`src/hw/rtl/nsdr_pkg.sv`:
```
// Package for the suspect-router detect/reroute block: beat structs,
// direction and register codes, detour tables and the divide step.
// No dependencies.
`timescale 1ns / 1ps

package nsdr_pkg;

    localparam int COLS_W           = 5;
    localparam int MAX_MESH_COLS    = 16;
    localparam int ID_W             = 8;
    localparam int DIR_W            = 3;
    localparam int CFG_IDX_W        = 3;
    localparam int CFG_DATA_W       = 8;

    typedef logic [DIR_W-1:0] t_dir;

    localparam t_dir DIR_LOCAL = 3'd0;
    localparam t_dir DIR_NORTH = 3'd1;
    localparam t_dir DIR_EAST  = 3'd2;
    localparam t_dir DIR_SOUTH = 3'd3;
    localparam t_dir DIR_WEST  = 3'd4;

    typedef logic [CFG_IDX_W-1:0] t_cfg_idx;

    localparam t_cfg_idx CFG_CAGING_ON        = 3'd0;
    localparam t_cfg_idx CFG_ALERT_GENERATOR  = 3'd1;
    localparam t_cfg_idx CFG_ALERT_PROPAGATOR = 3'd2;
    localparam t_cfg_idx CFG_ALERT_DIRECTION  = 3'd3;
    localparam t_cfg_idx CFG_ROUTER_ID        = 3'd4;
    localparam t_cfg_idx CFG_MESH_COLS        = 3'd5;
    localparam t_cfg_idx CFG_DETECT_THRESHOLD = 3'd6;
    localparam t_cfg_idx CFG_SUSPECT_ID       = 3'd7;

    localparam logic [COLS_W-1:0] MESH_COLS_RST = 5'd8;
    localparam logic [ID_W-1:0]   THRESH_RST    = 8'd8;
    localparam logic [ID_W-1:0]   SUSPECT_RST   = 8'd28;

    typedef struct packed {
        logic [ID_W-1:0] dest_id;
        t_dir            arrival_dir;
        t_dir            routed_dir;
        logic            marked_modified;
        logic [ID_W-1:0] last_router;
        logic            already_rerouted;
    } t_in_beat;

    typedef struct packed {
        t_dir            final_dir;
        logic            rerouted_mark;
        logic            newly_rerouted;
        logic            alert_raised;
        logic [ID_W-1:0] alert_target;
    } t_out_beat;

    // Signs of the x/y offsets to the destination
    typedef struct packed {
        logic dx_pos;
        logic dx_neg;
        logic dy_pos;
        logic dy_neg;
    } t_offs;

    // One restoring-division step: {new remainder, quotient bit}
    function automatic logic [COLS_W:0] div_step(input logic [COLS_W-1:0] rem,
                                                 input logic              dbit,
                                                 input logic [COLS_W-1:0] cols);
        logic [COLS_W-1:0] t;
        t = {rem[COLS_W-2:0], dbit};
        if (t >= cols) begin
            return {t - cols, 1'b1};
        end
        return {t, 1'b0};
    endfunction

    function automatic t_dir ns_by_y(input t_offs o);
        return o.dy_neg ? DIR_SOUTH : DIR_NORTH;
    endfunction

    function automatic t_dir gen_horiz(input t_dir out, input t_dir in_d, input t_dir ad,
                                       input t_dir toward, input t_dir back,
                                       input t_offs o);
        if (in_d == toward) return ns_by_y(o);
        if (ad != toward) return toward;
        if (in_d == back || in_d == DIR_LOCAL) return ns_by_y(o);
        if (in_d == DIR_NORTH) return DIR_SOUTH;
        if (in_d == DIR_SOUTH) return DIR_NORTH;
        return out;
    endfunction

    function automatic t_dir gen_table(input t_dir out, input t_dir in_d, input t_dir ad,
                                       input t_offs o);
        t_dir r;
        r = out;
        if (o.dx_pos) return gen_horiz(out, in_d, ad, DIR_EAST, DIR_WEST, o);
        if (o.dx_neg) return gen_horiz(out, in_d, ad, DIR_WEST, DIR_EAST, o);
        if (in_d == DIR_LOCAL) begin
            if (!o.dy_neg && ad != DIR_NORTH)      r = DIR_NORTH;
            else if (!o.dy_pos && ad != DIR_SOUTH) r = DIR_SOUTH;
            else if (!o.dy_neg)                    r = DIR_EAST;
            else                                   r = DIR_WEST;
        end
        if (o.dy_pos && ad != DIR_NORTH)      r = (in_d != DIR_NORTH) ? DIR_NORTH : DIR_EAST;
        else if (o.dy_pos)                    r = (in_d != DIR_WEST)  ? DIR_WEST  : DIR_EAST;
        else if (o.dy_neg && ad != DIR_SOUTH) r = (in_d != DIR_SOUTH) ? DIR_SOUTH : DIR_WEST;
        else if (o.dy_neg)                    r = (in_d != DIR_WEST)  ? DIR_WEST  : DIR_EAST;
        return r;
    endfunction

    function automatic t_dir prop_table(input t_dir in_d, input t_offs o);
        if (o.dx_pos) return (in_d != DIR_EAST) ? DIR_EAST : ns_by_y(o);
        if (o.dx_neg) return (in_d != DIR_WEST) ? DIR_WEST : ns_by_y(o);
        if (!o.dy_neg) return (in_d != DIR_NORTH) ? DIR_NORTH : DIR_WEST;
        return (in_d != DIR_SOUTH) ? DIR_SOUTH : DIR_EAST;
    endfunction

endpackage

```
`src/hw/rtl/noc_suspect_detect_reroute.sv`:
```
// Suspect-router detection and detour selection for one head flit.
// Depends on nsdr_pkg (beat structs, codes, detour tables, divide step).
`timescale 1ns / 1ps

// Usage:
//   Input channel (i_in_valid / o_in_stall / i_in_data) takes one head-flit
//   beat. Output channel (o_out_valid / i_out_stall / o_out_data) returns
//   one result beat per input beat, in order.
//   Config channel (i_cfg_valid / o_cfg_ready / i_cfg_index / i_cfg_data)
//   writes one register per beat; write only while the block is idle.
// Timing:
//   Detection (counter, alert) is settled at the input beat. The mesh x/y
//   coordinates of destination and this router come from two
//   divide-by-columns steps that share one column count, one quotient bit
//   per cycle for both ids; the divide states are followed by a decision
//   state that loads the result register, and a new beat is taken the cycle
//   after that, so an item is done before the next one is taken.
//   The result register parts the two sides: a stalled output holds its
//   beat, the next item still runs and waits in the decision cycle until
//   the register frees up.
// Reset: registers return to their listed values, counter and rerouting
//   flag clear, no result is pending.
module noc_suspect_detect_reroute #(
    parameter int P_MAX_COLS = nsdr_pkg::MAX_MESH_COLS
) (
    input  logic                          i_clk,
    input  logic                          i_rst_n,
    input  logic                          i_in_valid,
    output logic                          o_in_stall,
    input  nsdr_pkg::t_in_beat            i_in_data,
    output logic                          o_out_valid,
    input  logic                          i_out_stall,
    output nsdr_pkg::t_out_beat           o_out_data,
    input  logic                          i_cfg_valid,
    output logic                          o_cfg_ready,
    input  nsdr_pkg::t_cfg_idx            i_cfg_index,
    input  logic [nsdr_pkg::CFG_DATA_W-1:0] i_cfg_data
);

    localparam int CW = nsdr_pkg::COLS_W;
    localparam int IW = nsdr_pkg::ID_W;

    typedef enum logic [2:0] {
        ST_IDLE = 3'b001,
        ST_DIV  = 3'b010,
        ST_FIN  = 3'b100
    } t_state;

    // config registers
    logic                 r_caging, r_gen, r_prop;
    nsdr_pkg::t_dir       r_alert_dir;
    logic [IW-1:0]        r_router_id, r_thresh, r_suspect;
    logic [CW-1:0]        r_mesh_cols;

    t_state               r_state, n_state;
    logic [2:0]           r_step, n_step;
    logic [IW-1:0]        r_count, n_count;
    logic                 r_active, n_active;
    logic                 r_alert, n_alert;
    nsdr_pkg::t_in_beat   r_in, n_in;
    logic [CW-1:0]        r_cols, n_cols;
    logic [IW-1:0]        r_dq, n_dq, r_rq, n_rq;
    logic [CW-1:0]        r_drem, n_drem, r_rrem, n_rrem;
    logic                 r_out_vld, n_out_vld;
    nsdr_pkg::t_out_beat  r_out, n_out;

    logic                 in_acc, out_free;
    logic [CW:0]          d_step, rid_step;
    logic [IW-1:0]        cnt_inc;
    nsdr_pkg::t_offs      offs;
    nsdr_pkg::t_dir       nd;
    logic                 reroute;

    assign o_cfg_ready = 1'b1;
    assign o_in_stall  = (r_state != ST_IDLE);
    assign in_acc      = i_in_valid && (r_state == ST_IDLE);
    assign o_out_valid = r_out_vld;
    assign o_out_data  = r_out;
    assign out_free    = !r_out_vld || !i_out_stall;

    always_ff @(posedge i_clk) begin
        if (!i_rst_n) begin
            r_caging    <= 1'b0;
            r_gen       <= 1'b0;
            r_prop      <= 1'b0;
            r_alert_dir <= nsdr_pkg::DIR_LOCAL;
            r_router_id <= '0;
            r_mesh_cols <= nsdr_pkg::MESH_COLS_RST;
            r_thresh    <= nsdr_pkg::THRESH_RST;
            r_suspect   <= nsdr_pkg::SUSPECT_RST;
        end else if (i_cfg_valid) begin
            case (i_cfg_index)
                nsdr_pkg::CFG_CAGING_ON:        r_caging    <= i_cfg_data[0];
                nsdr_pkg::CFG_ALERT_GENERATOR:  r_gen       <= i_cfg_data[0];
                nsdr_pkg::CFG_ALERT_PROPAGATOR: r_prop      <= i_cfg_data[0];
                nsdr_pkg::CFG_ALERT_DIRECTION:  r_alert_dir <= i_cfg_data[2:0];
                nsdr_pkg::CFG_ROUTER_ID:        r_router_id <= i_cfg_data;
                nsdr_pkg::CFG_MESH_COLS:        r_mesh_cols <= i_cfg_data[CW-1:0];
                nsdr_pkg::CFG_DETECT_THRESHOLD: r_thresh    <= i_cfg_data;
                nsdr_pkg::CFG_SUSPECT_ID:       r_suspect   <= i_cfg_data;
                default: ;
            endcase
        end
    end

    // divide steps, one per id, sharing r_cols: one step per cycle on both ids
    assign d_step   = nsdr_pkg::div_step(r_drem, r_dq[IW-1], r_cols);
    assign rid_step = nsdr_pkg::div_step(r_rrem, r_rq[IW-1], r_cols);

    assign cnt_inc = r_count + IW'(i_in_data.marked_modified &&
                                   (i_in_data.last_router == r_suspect));

    // offsets: x from remainders, y from quotients
    always_comb begin
        offs.dx_pos = r_drem > r_rrem;
        offs.dx_neg = r_drem < r_rrem;
        offs.dy_pos = r_dq > r_rq;
        offs.dy_neg = r_dq < r_rq;
    end

    always_comb begin
        reroute = (r_in.dest_id != r_suspect) && (r_caging || r_active ||
                  r_in.already_rerouted);
        case (r_in.routed_dir) inside
            [nsdr_pkg::DIR_NORTH:nsdr_pkg::DIR_WEST]: ;
            default: reroute = 1'b0;
        endcase
        nd = r_in.routed_dir;
        if (r_gen && (r_in.routed_dir == r_alert_dir)) begin
            nd = nsdr_pkg::gen_table(r_in.routed_dir, r_in.arrival_dir, r_alert_dir, offs);
        end else if (r_prop) begin
            nd = nsdr_pkg::prop_table(r_in.arrival_dir, offs);
        end
    end

    always_comb begin
        n_state   = r_state;
        n_step    = r_step;
        n_count   = r_count;
        n_active  = r_active;
        n_alert   = r_alert;
        n_in      = r_in;
        n_cols    = r_cols;
        n_dq      = r_dq;
        n_rq      = r_rq;
        n_drem    = r_drem;
        n_rrem    = r_rrem;
        n_out_vld = r_out_vld && i_out_stall;
        n_out     = r_out;
        case (r_state)
            ST_IDLE: begin
                if (in_acc) begin
                    n_in    = i_in_data;
                    n_alert = 1'b0;
                    if (!r_active) begin
                        if (cnt_inc >= r_thresh) begin
                            n_alert  = 1'b1;
                            n_active = 1'b1;
                            n_count  = '0;
                        end else begin
                            n_count = cnt_inc;
                        end
                    end
                    if (r_mesh_cols < CW'(2)) begin
                        n_cols = CW'(2);
                    end else if (r_mesh_cols > CW'(P_MAX_COLS)) begin
                        n_cols = CW'(P_MAX_COLS);
                    end else begin
                        n_cols = r_mesh_cols;
                    end
                    n_dq    = i_in_data.dest_id;
                    n_rq    = r_router_id;
                    n_drem  = '0;
                    n_rrem  = '0;
                    n_step  = '0;
                    n_state = ST_DIV;
                end
            end
            ST_DIV: begin
                n_drem = d_step[CW:1];
                n_dq   = {r_dq[IW-2:0], d_step[0]};
                n_rrem = rid_step[CW:1];
                n_rq   = {r_rq[IW-2:0], rid_step[0]};
                n_step = r_step + 3'd1;
                if (r_step == 3'd7) begin
                    n_state = ST_FIN;
                end
            end
            ST_FIN: begin
                if (out_free) begin
                    n_out.final_dir      = reroute ? nd : r_in.routed_dir;
                    n_out.rerouted_mark  = r_in.already_rerouted ||
                                           (reroute && (nd != r_in.routed_dir));
                    n_out.newly_rerouted = !r_in.already_rerouted &&
                                           reroute && (nd != r_in.routed_dir);
                    n_out.alert_raised   = r_alert;
                    n_out.alert_target   = r_alert ? r_in.last_router : '0;
                    n_out_vld            = 1'b1;
                    n_state              = ST_IDLE;
                end
            end
            default: n_state = ST_IDLE;
        endcase
    end

    always_ff @(posedge i_clk) begin
        if (!i_rst_n) begin
            r_state   <= ST_IDLE;
            r_step    <= '0;
            r_count   <= '0;
            r_active  <= 1'b0;
            r_out_vld <= 1'b0;
        end else begin
            r_state   <= n_state;
            r_step    <= n_step;
            r_count   <= n_count;
            r_active  <= n_active;
            r_out_vld <= n_out_vld;
        end
    end

    always_ff @(posedge i_clk) begin
        r_alert <= n_alert;
        r_in    <= n_in;
        r_cols  <= n_cols;
        r_dq    <= n_dq;
        r_rq    <= n_rq;
        r_drem  <= n_drem;
        r_rrem  <= n_rrem;
        r_out   <= n_out;
    end

    // counter stays clear once rerouting is on
    a_cnt_clear: assert property (@(posedge i_clk) disable iff (!i_rst_n)
        r_active |-> (r_count == '0))
        else $error("suspicious count nonzero while rerouting");

    a_tgt_zero: assert property (@(posedge i_clk) disable iff (!i_rst_n)
        (o_out_valid && !o_out_data.alert_raised) |-> (o_out_data.alert_target == '0))
        else $error("alert target without alert");

    a_newly_mark: assert property (@(posedge i_clk) disable iff (!i_rst_n)
        (o_out_valid && o_out_data.newly_rerouted) |-> o_out_data.rerouted_mark)
        else $error("newly rerouted without mark");

    // an alert can only come with the flag being set
    a_alert_act: assert property (@(posedge i_clk) disable iff (!i_rst_n)
        (r_state == ST_FIN && r_alert) |-> r_active)
        else $error("alert raised but rerouting off");

endmodule
```
`config.mk`:
```
export PLATFORM = sky130hd
export DESIGN_NAME = noc_suspect_detect_reroute
export DESIGN_NICKNAME = d
export VERILOG_FILES = /design/src/hw/rtl/nsdr_pkg.sv /design/src/hw/rtl/noc_suspect_detect_reroute.sv
export SDC_FILE = /design/constraint.sdc
export NUM_CORES = 1
export LEC_CHECK = 0
export ABC_AREA = 1
export BUFFER_PORTS_ARGS = -buffer_cell sky130_fd_sc_hd__buf_2
export CAP_MARGIN = 5
export CORE_ASPECT_RATIO = 0.75
export CORE_MARGIN = 4
export CORE_UTILIZATION = 60
export CTS_CLUSTER_DIAMETER = 200
export DETAILED_ROUTE_END_ITERATION = 10
export PLACE_DENSITY = 0.85
export REMOVE_ABC_BUFFERS = 1
export SLEW_MARGIN = 10
export SYNTH_ARGS = -nofsm -noshare
export SYNTH_HDL_FRONTEND = slang
export SYNTH_SLANG_ARGS = --single-unit
```
`constraint.sdc`:
```
create_clock -name i_clk -period 5.2 [get_ports i_clk]
set_input_delay 0.26 -clock i_clk [delete_from_list [all_inputs] [get_ports i_clk]]
set_output_delay 0.26 -clock i_clk [all_outputs]
set_load 0.05 [all_outputs]
```
==> results of run 1 <==
layer usage:
layer	share of wire	up-vias
met5	0	-
met3	0.11	35
met1	0.42	2509
li1	-	2552
met2	0.45	302
met4	0.021	0
worst paths after layout:
| check | from | end | depth (start not counted) |
|---|---|---|---|
| max | r_suspect[4]$_SDFFE_PN1P_ | r_count[3]$_SDFFE_PN0P_ | 16 |
| min | i_in_data[0] | r_in[0]$_DFFE_PP_ | 1 |
| max reg2reg | r_suspect[4]$_SDFFE_PN1P_ | r_count[3]$_SDFFE_PN0P_ | 16 |
| min reg2reg | r_step[0]$_SDFFE_PN0P_ | r_step[0]$_SDFFE_PN0P_ | 1 |
cells by family after synthesis:
group | Yosys count | share of synthesized area
AND/OR/NAND/NOR | 285 | 0.197
AO/OA/AOI/OAI | 143 | 0.125
other | 1 | 0.000601
buffers and inverters | 112 | 0.0681
adder cells (fa/ha/maj) | 37 | 0.0766
flip-flops | 120 | 0.495
XOR/XNOR | 26 | 0.0365
through the flow:
step | util | area [um2] | hold WS [ns]
finish | 0.731 | 7230 | 0.0162
global route | 0.731 | 7230 | 0.000657
CTS | 0.731 | 7230 | 0.00525
detailed placement | 0.673 | 6650 | 0.438
global placement | 0.673 | 6650 | 0.436
floorplan | - | 6180 | 0.344
critical path: cells and delay by family (launching register included):
family / cells / cell delay, ns
AND/OR/NAND/NOR: 9 / 1.47
adder cells (fa/ha/maj): 3 / 0.73
XOR/XNOR: 2 / 0.40
flip-flops: 1 / 0.40
AO/OA/AOI/OAI: 2 / 0.36
layout make-up:
class | instances | area (um2) | area share
sequential | 120 | 3090 | 0.428
clock buffer | 18 | 429 | 0.0593
timing repair buffer | 58 | 298 | 0.0412
inverter | 97 | 364 | 0.0503
tap | 132 | 165 | 0.0228
clock inverter | 14 | 150 | 0.0208
multi-input combinational | 492 | 2730 | 0.378
where the power goes:
| group | total (mW) | leakage, nW | internal (mW) | switching, mW |
|---|---|---|---|---|
| registers | 1.18 | 1.07 | 1.12 | 0.0609 |
| logic | 0.661 | 1.86 | 0.207 | 0.454 |
| clock network | 1.15 | 0.267 | 0.706 | 0.443 |
| total | 2.99 | 3.19 | 2.03 | 0.958 |
state kept, by name (all words and copies together), names as in the netlist, 8 cells and up:
register     count
o_out_data      14
r_in            23
r_thresh         8
r_suspect        8
r_count          8
r_dq             8
r_rq             8
r_router_id      8
cell usage in the layout, fill, tap and decap left out, types with 21 or more instances in the layout:
| cell type | n |
|---|---|
| a21oi_1 | 55 |
| buf_2 | 55 |
| dfxtp_1 | 51 |
| edfxtp_1 | 69 |
| ha_1 | 35 |
| inv_1 | 87 |
| nand2_1 | 149 |
| nand3_1 | 21 |
| nor2_1 | 70 |
| o21ai_0 | 60 |
==> flow_summary.json, run 1 <==
{
  "setup.worst_path.class": "flop to flop",
  "use_met2": 0.437,
  "final.period_utilization": 0.663,
  "worst_path_clk_slew_ns": 0.06,
  "htree_levels": 4,
  "die_height_um": 96.3,
  "detailroute.via_count": 5398,
  "first_pass_grt_wire_length_um": 25200,
  "timing.critical_path.fanout_max": 8,
  "finalClockSkew_ns": 0.00676,
  "synth_top_area_frac": 0.332,
  "clk_path_buf_depth": 2,
  "ys.warnings.count": 0,
  "ff_latch_count_synth": 120,
  "drt_wl_total_um": 15900,
  "worstPathRequired_ns": 5.53,
  "weighted_congestion_reported_at_the_end_of_routability_driven_placement": 0.892,
  "max_clock_freq_ghz": 0.290,
  "port_buffers": 55,
  "setup.worst_path.start_class": "flop",
  "hpwlAfterDp_um": 11500,
  "vdd_drop_max_mv": 0.259,
  "post_drt_wl_per_cell_um": 17.1,
  "initial_drt_markers": 766,
  "report.power.total_mw": 2.99,
  "fp.coreArea_um2": 9890,
  "synth_cells": 724,
  "worstPathCellList": "xnor2_1, nand4_1, nor3b_1, ha_1, ha_1, nand3_1, nand3b_1, xnor2_1, ha_1, nand2_1, nor2_1, nand4_1, o2111ai_1, nor2_2, nand2_1, a21oi_1",
  "period_minus_slack_ns": 3.45,
  "fp.dieArea_um2": 12100,
  "yosysMostFrequentCell": "nand2_1",
  "cts_buffers": 17,
  "tritoncts": "yes",
  "max-cap-violations": 0,
  "synth-main-ff-cell": "edfxtp_1",
  "fillerInstances": 705,
  "die_w_um": 126,
  "grt_use_met3": 0.0677,
  "syn2layout_area_growth_pct": 15.8,
  "rows": 31,
  "route.antenna.remaining_nets": 0,
  "post_synth_instance_area_um2": 6240,
  "cts.hold.buffers_added": 0,
  "antennaDiodeCount": 0,
  "critical-path-max-stage-delay_ns": 0.40,
  "layout-drive-gt1-share": 0.146,
  "ratio_of_total_power_to_cell_area_nw_per_um2": 414,
  "pin_count_of_the_biggest_net_entering_global_routing": 35,
  "seq_area_frac_synth": 0.495,
  "worst_slew_pin_slew_ns": 1.13,
  "finish.net_count": 863,
  "status": "finished clean",
  "design.portCount": 57,
  "globalRouteOverflowTotal": 0,
  "rsz_0062_raised_after_global_routing": "false",
  "top_cell_type_by_total_area_after_synthesis": "edfxtp_1",
  "initial_core_util": 0.631,
  "yosys-top-cells-area": "edfxtp_1 33%, dfxtp_1 16%, nand2_1 9.0%",
  "worst_hold_path_type": "primary input to flop",
  "avgViaCountPerCell": 5.80,
  "cts_sink_cnt": 120,
  "post_cts_setup_buffer_count": 0,
  "groute.usage.overall": 0.270,
  "setup_total_negative_slack_ns": 0,
  "grt_busiest_layer": "met2",
  "clockRootBuffer": "clkbuf_16",
  "post-place-cells": 899,
  "timing_hold_violations_final": 0,
  "netlist_top_cells_count": "149 x nand2_1, 87 x inv_1, 71 x nor2_1, 69 x edfxtp_1, 60 x o21ai_0",
  "layout_setup_ws_ns": 1.75,
  "layout.cells.non_filler": 931,
  "max-slew-margin-rel": 0.244,
  "setup_violations_final": 0,
  "synth_edf_count": 69,
  "grt_pass1_vias": 5095,
  "cts_repair_resize_count": 0,
  "synth.avg_cell_area_um2": 8.62,
  "timing.reg2reg.setup_slack_ns": 1.75,
  "grt.met1_usage": 0.356,
  "drc": 0,
  "postSynth.asyncResetShare": 0,
  "grt_antenna_before_repair": 0,
  "static-leakage-power_nw": 3.19,
  "finalMaxSlewViolations": 0,
  "crit_slowest_cell": "dfxtp_1",
  "netlist-cell-type-count": 46,
  "clkLatencyLatePin_ns": 0.42,
  "critical_path.most_common_cell": "ha_1",
  "dpl_worst_slack_ns": 1.92,
  "end_kind": "flop",
  "critPathArrivalTime_ns": 3.78,
  "drt_pre_antenna_iters": 6
}
Power figures use the tool's default switching activity.
==> run 2: changes to the inputs <==
==> constraint.sdc (replaced) <==
create_clock -name i_clk -period 3.4 [get_ports i_clk]
set_input_delay 0.17 -clock i_clk [delete_from_list [all_inputs] [get_ports i_clk]]
set_output_delay 0.17 -clock i_clk [all_outputs]
set_load 0.05 [all_outputs]
==> run 2 against run 1 <==
Compared with the run above: die area did not move; worst hold slack improved by 0.033 ns; register-to-register slack got worse by 1.5 ns; power rose by 57%; worst setup slack worse by 1.6 ns; final area is 4.1% higher; largest cell class unchanged; highest routed layer unchanged.
==> flow_summary.json, run 2 (synthesized netlist as in run 1, its figures left out) <==
{
  "drt_wl_total_um": 16800,
  "hpwlAfterDp_um": 11300,
  "report.power.total_mw": 4.69,
  "die_w_um": 126,
  "grt_antenna_before_repair": 0,
  "setup.worst_path.start_class": "primary input",
  "drt_pre_antenna_iters": 6,
  "final.period_utilization": 0.950,
  "setup.worst_path.class": "primary input to flop",
  "most_common_cell_after_layout_fill_and_taps_aside": "nand2_1",
  "weighted_congestion_reported_at_the_end_of_routability_driven_placement": 0.943,
  "clkLatencyLatePin_ns": 0.42,
  "max-slew-margin-rel": 0.501,
  "status": "finished clean",
  "worst_hold_path_type": "primary input to flop",
  "worstPathCellList": "dlygate4sd3_1, buf_2, xnor2_1, nand4_1, nor3b_2, ha_1, nand3_1, nand3b_1, nand3b_1, xnor2_2, ha_1, nand2_1, nor2_1, nand4_1, o2111ai_2, nor2_4, nand2_1, a21oi_1",
  "max_clock_freq_ghz": 0.310,
  "setup_violations_final": 0,
  "design.portCount": 57,
  "critical-path-max-stage-delay_ns": 0.54,
  "clockRootBuffer": "clkbuf_16",
  "worst_slew_pin_slew_ns": 0.738,
  "avgViaCountPerCell": 5.81,
  "final-seq-area_um2": 3090,
  "ratio_of_total_power_to_cell_area_nw_per_um2": 623,
  "grt_pass1_vias": 5270,
  "groute.usage.overall": 0.283,
  "max-cap-violations": 0,
  "fp.dieArea_um2": 12100,
  "layout-drive-gt1-share": 0.145,
  "cts_buffers": 17,
  "route.antenna.remaining_nets": 0,
  "initial_core_util": 0.631,
  "antennaDiodeCount": 0,
  "finalMaxSlewViolations": 0,
  "crit_family": "simple AND/OR/NAND/NOR gates",
  "clk_path_buf_depth": 2,
  "initial_drt_markers": 807,
  "detailroute.via_count": 5563,
  "largest_register_ffs": 23,
  "die_height_um": 96.3,
  "finalClockSkew_ns": 0.00835,
  "largest-register": "r_in",
  "worstPathRequired_ns": 3.73,
  "tritoncts": "yes",
  "rows": 31,
  "pin_count_of_the_biggest_net_entering_global_routing": 35,
  "post_drt_wl_per_cell_um": 17.5,
  "final_cell_mix": "149 x nand2_1, 87 x inv_1, 70 x nor2_1, 69 x edfxtp_1, 60 x o21ai_0",
  "final_instance_area_um2": 7530,
  "vdd_drop_max_mv": 0.380,
  "crit_slowest_cell": "dlygate4sd3_1",
  "placed_area_um2": 6670,
  "timing.critical_path.fanout_max": 8,
  "static-leakage-power_nw": 3.35,
  "crit_buf_inv": 2,
  "end_kind": "flop",
  "drc": 0,
  "port_buffers": 55,
  "cts_sink_cnt": 120,
  "finish.net_count": 889,
  "multiInputGateArea_um2": 2760,
  "globalRouteOverflowTotal": 0,
  "critPathArrivalTime_ns": 3.55,
  "period_minus_slack_ns": 3.23,
  "first_pass_grt_wire_length_um": 26400,
  "fillerInstances": 634,
  "timing_hold_violations_final": 0,
  "syn2layout_area_growth_pct": 20.6,
  "htree_levels": 4,
  "worst_path_clk_slew_ns": 0.06,
  "fp.coreArea_um2": 9890
}
run 2: final cells by class:
| class | count | area share |
|---|---|---|
| Sequential cell | 120 | 0.411 |
| Multi-Input combinational cell | 492 | 0.367 |
| Timing Repair Buffer | 84 | 0.0731 |
| Clock buffer | 20 | 0.0580 |
| Inverter | 97 | 0.0484 |
| Tap cell | 132 | 0.0219 |
| Clock inverter | 12 | 0.0208 |
run 2: path summary, 6_finish.rpt:
path	from	end	slack (ns)	depth (start not counted)
worst max-delay path	i_in_data[6]	r_count[0]$_SDFFE_PN0P_	0.17	18
worst min-delay path	i_out_stall	o_out_valid$_SDFF_PN0_	0.05	3
worst max register to register	r_suspect[0]$_SDFFE_PN0P_	r_count[0]$_SDFFE_PN0P_	0.23	16
worst min register to register	r_thresh[2]$_SDFFE_PN0P_	r_thresh[2]$_SDFFE_PN0P_	0.46	2
run 2: report_power, final:
group	switching [mW]	internal, mW
combinational	0.718	0.342
sequential	0.0930	1.71
clock	0.616	1.21
total	1.43	3.26
run 2: timing repair:
action | 4_1_cts | 5_1_grt
endpoints found under the setup margin | 0 | 8
setup buffers | 0 | 1
endpoints found under the hold margin | 23 | 0
resized for setup | 0 | 5
hold buffers | 23 | 0
run 2: stage by stage:
step	setup slack [ns]	setup TNS, ns	utilization	cells	hold WS (ns)
after floorplan	-0.121	-3.15	-	709	0.254
after global placement	0.331	0	0.674	901	0.346
after detailed placement	0.242	0	0.674	901	0.348
after CTS	0.121	0	0.757	956	0.0468
after global routing	-0.0885	-0.510	0.761	957	0.0703
final	0.171	0	0.761	957	0.0493
run 2: worst reg2reg max path, stage by stage (launching register included):
cell	delay [ns]
dfxtp_1	0.39
xnor2_1	0.15
nand4_1	0.14
nor3b_2	0.20
ha_1	0.19
nand3_1	0.11
nand3b_1	0.22
nand3b_1	0.25
xnor2_2	0.18
ha_1	0.30
nand2_1	0.11
nor2_1	0.07
nand4_1	0.09
o2111ai_2	0.19
nor2_4	0.25
nand2_1	0.10
a21oi_1	0.15
run 2: metal layers:
layer,part of all wire,GRT usage
met3,0.10,0.0632
met2,0.45,0.453
met4,0.029,0.104
met5,0,0
met1,0.42,0.383
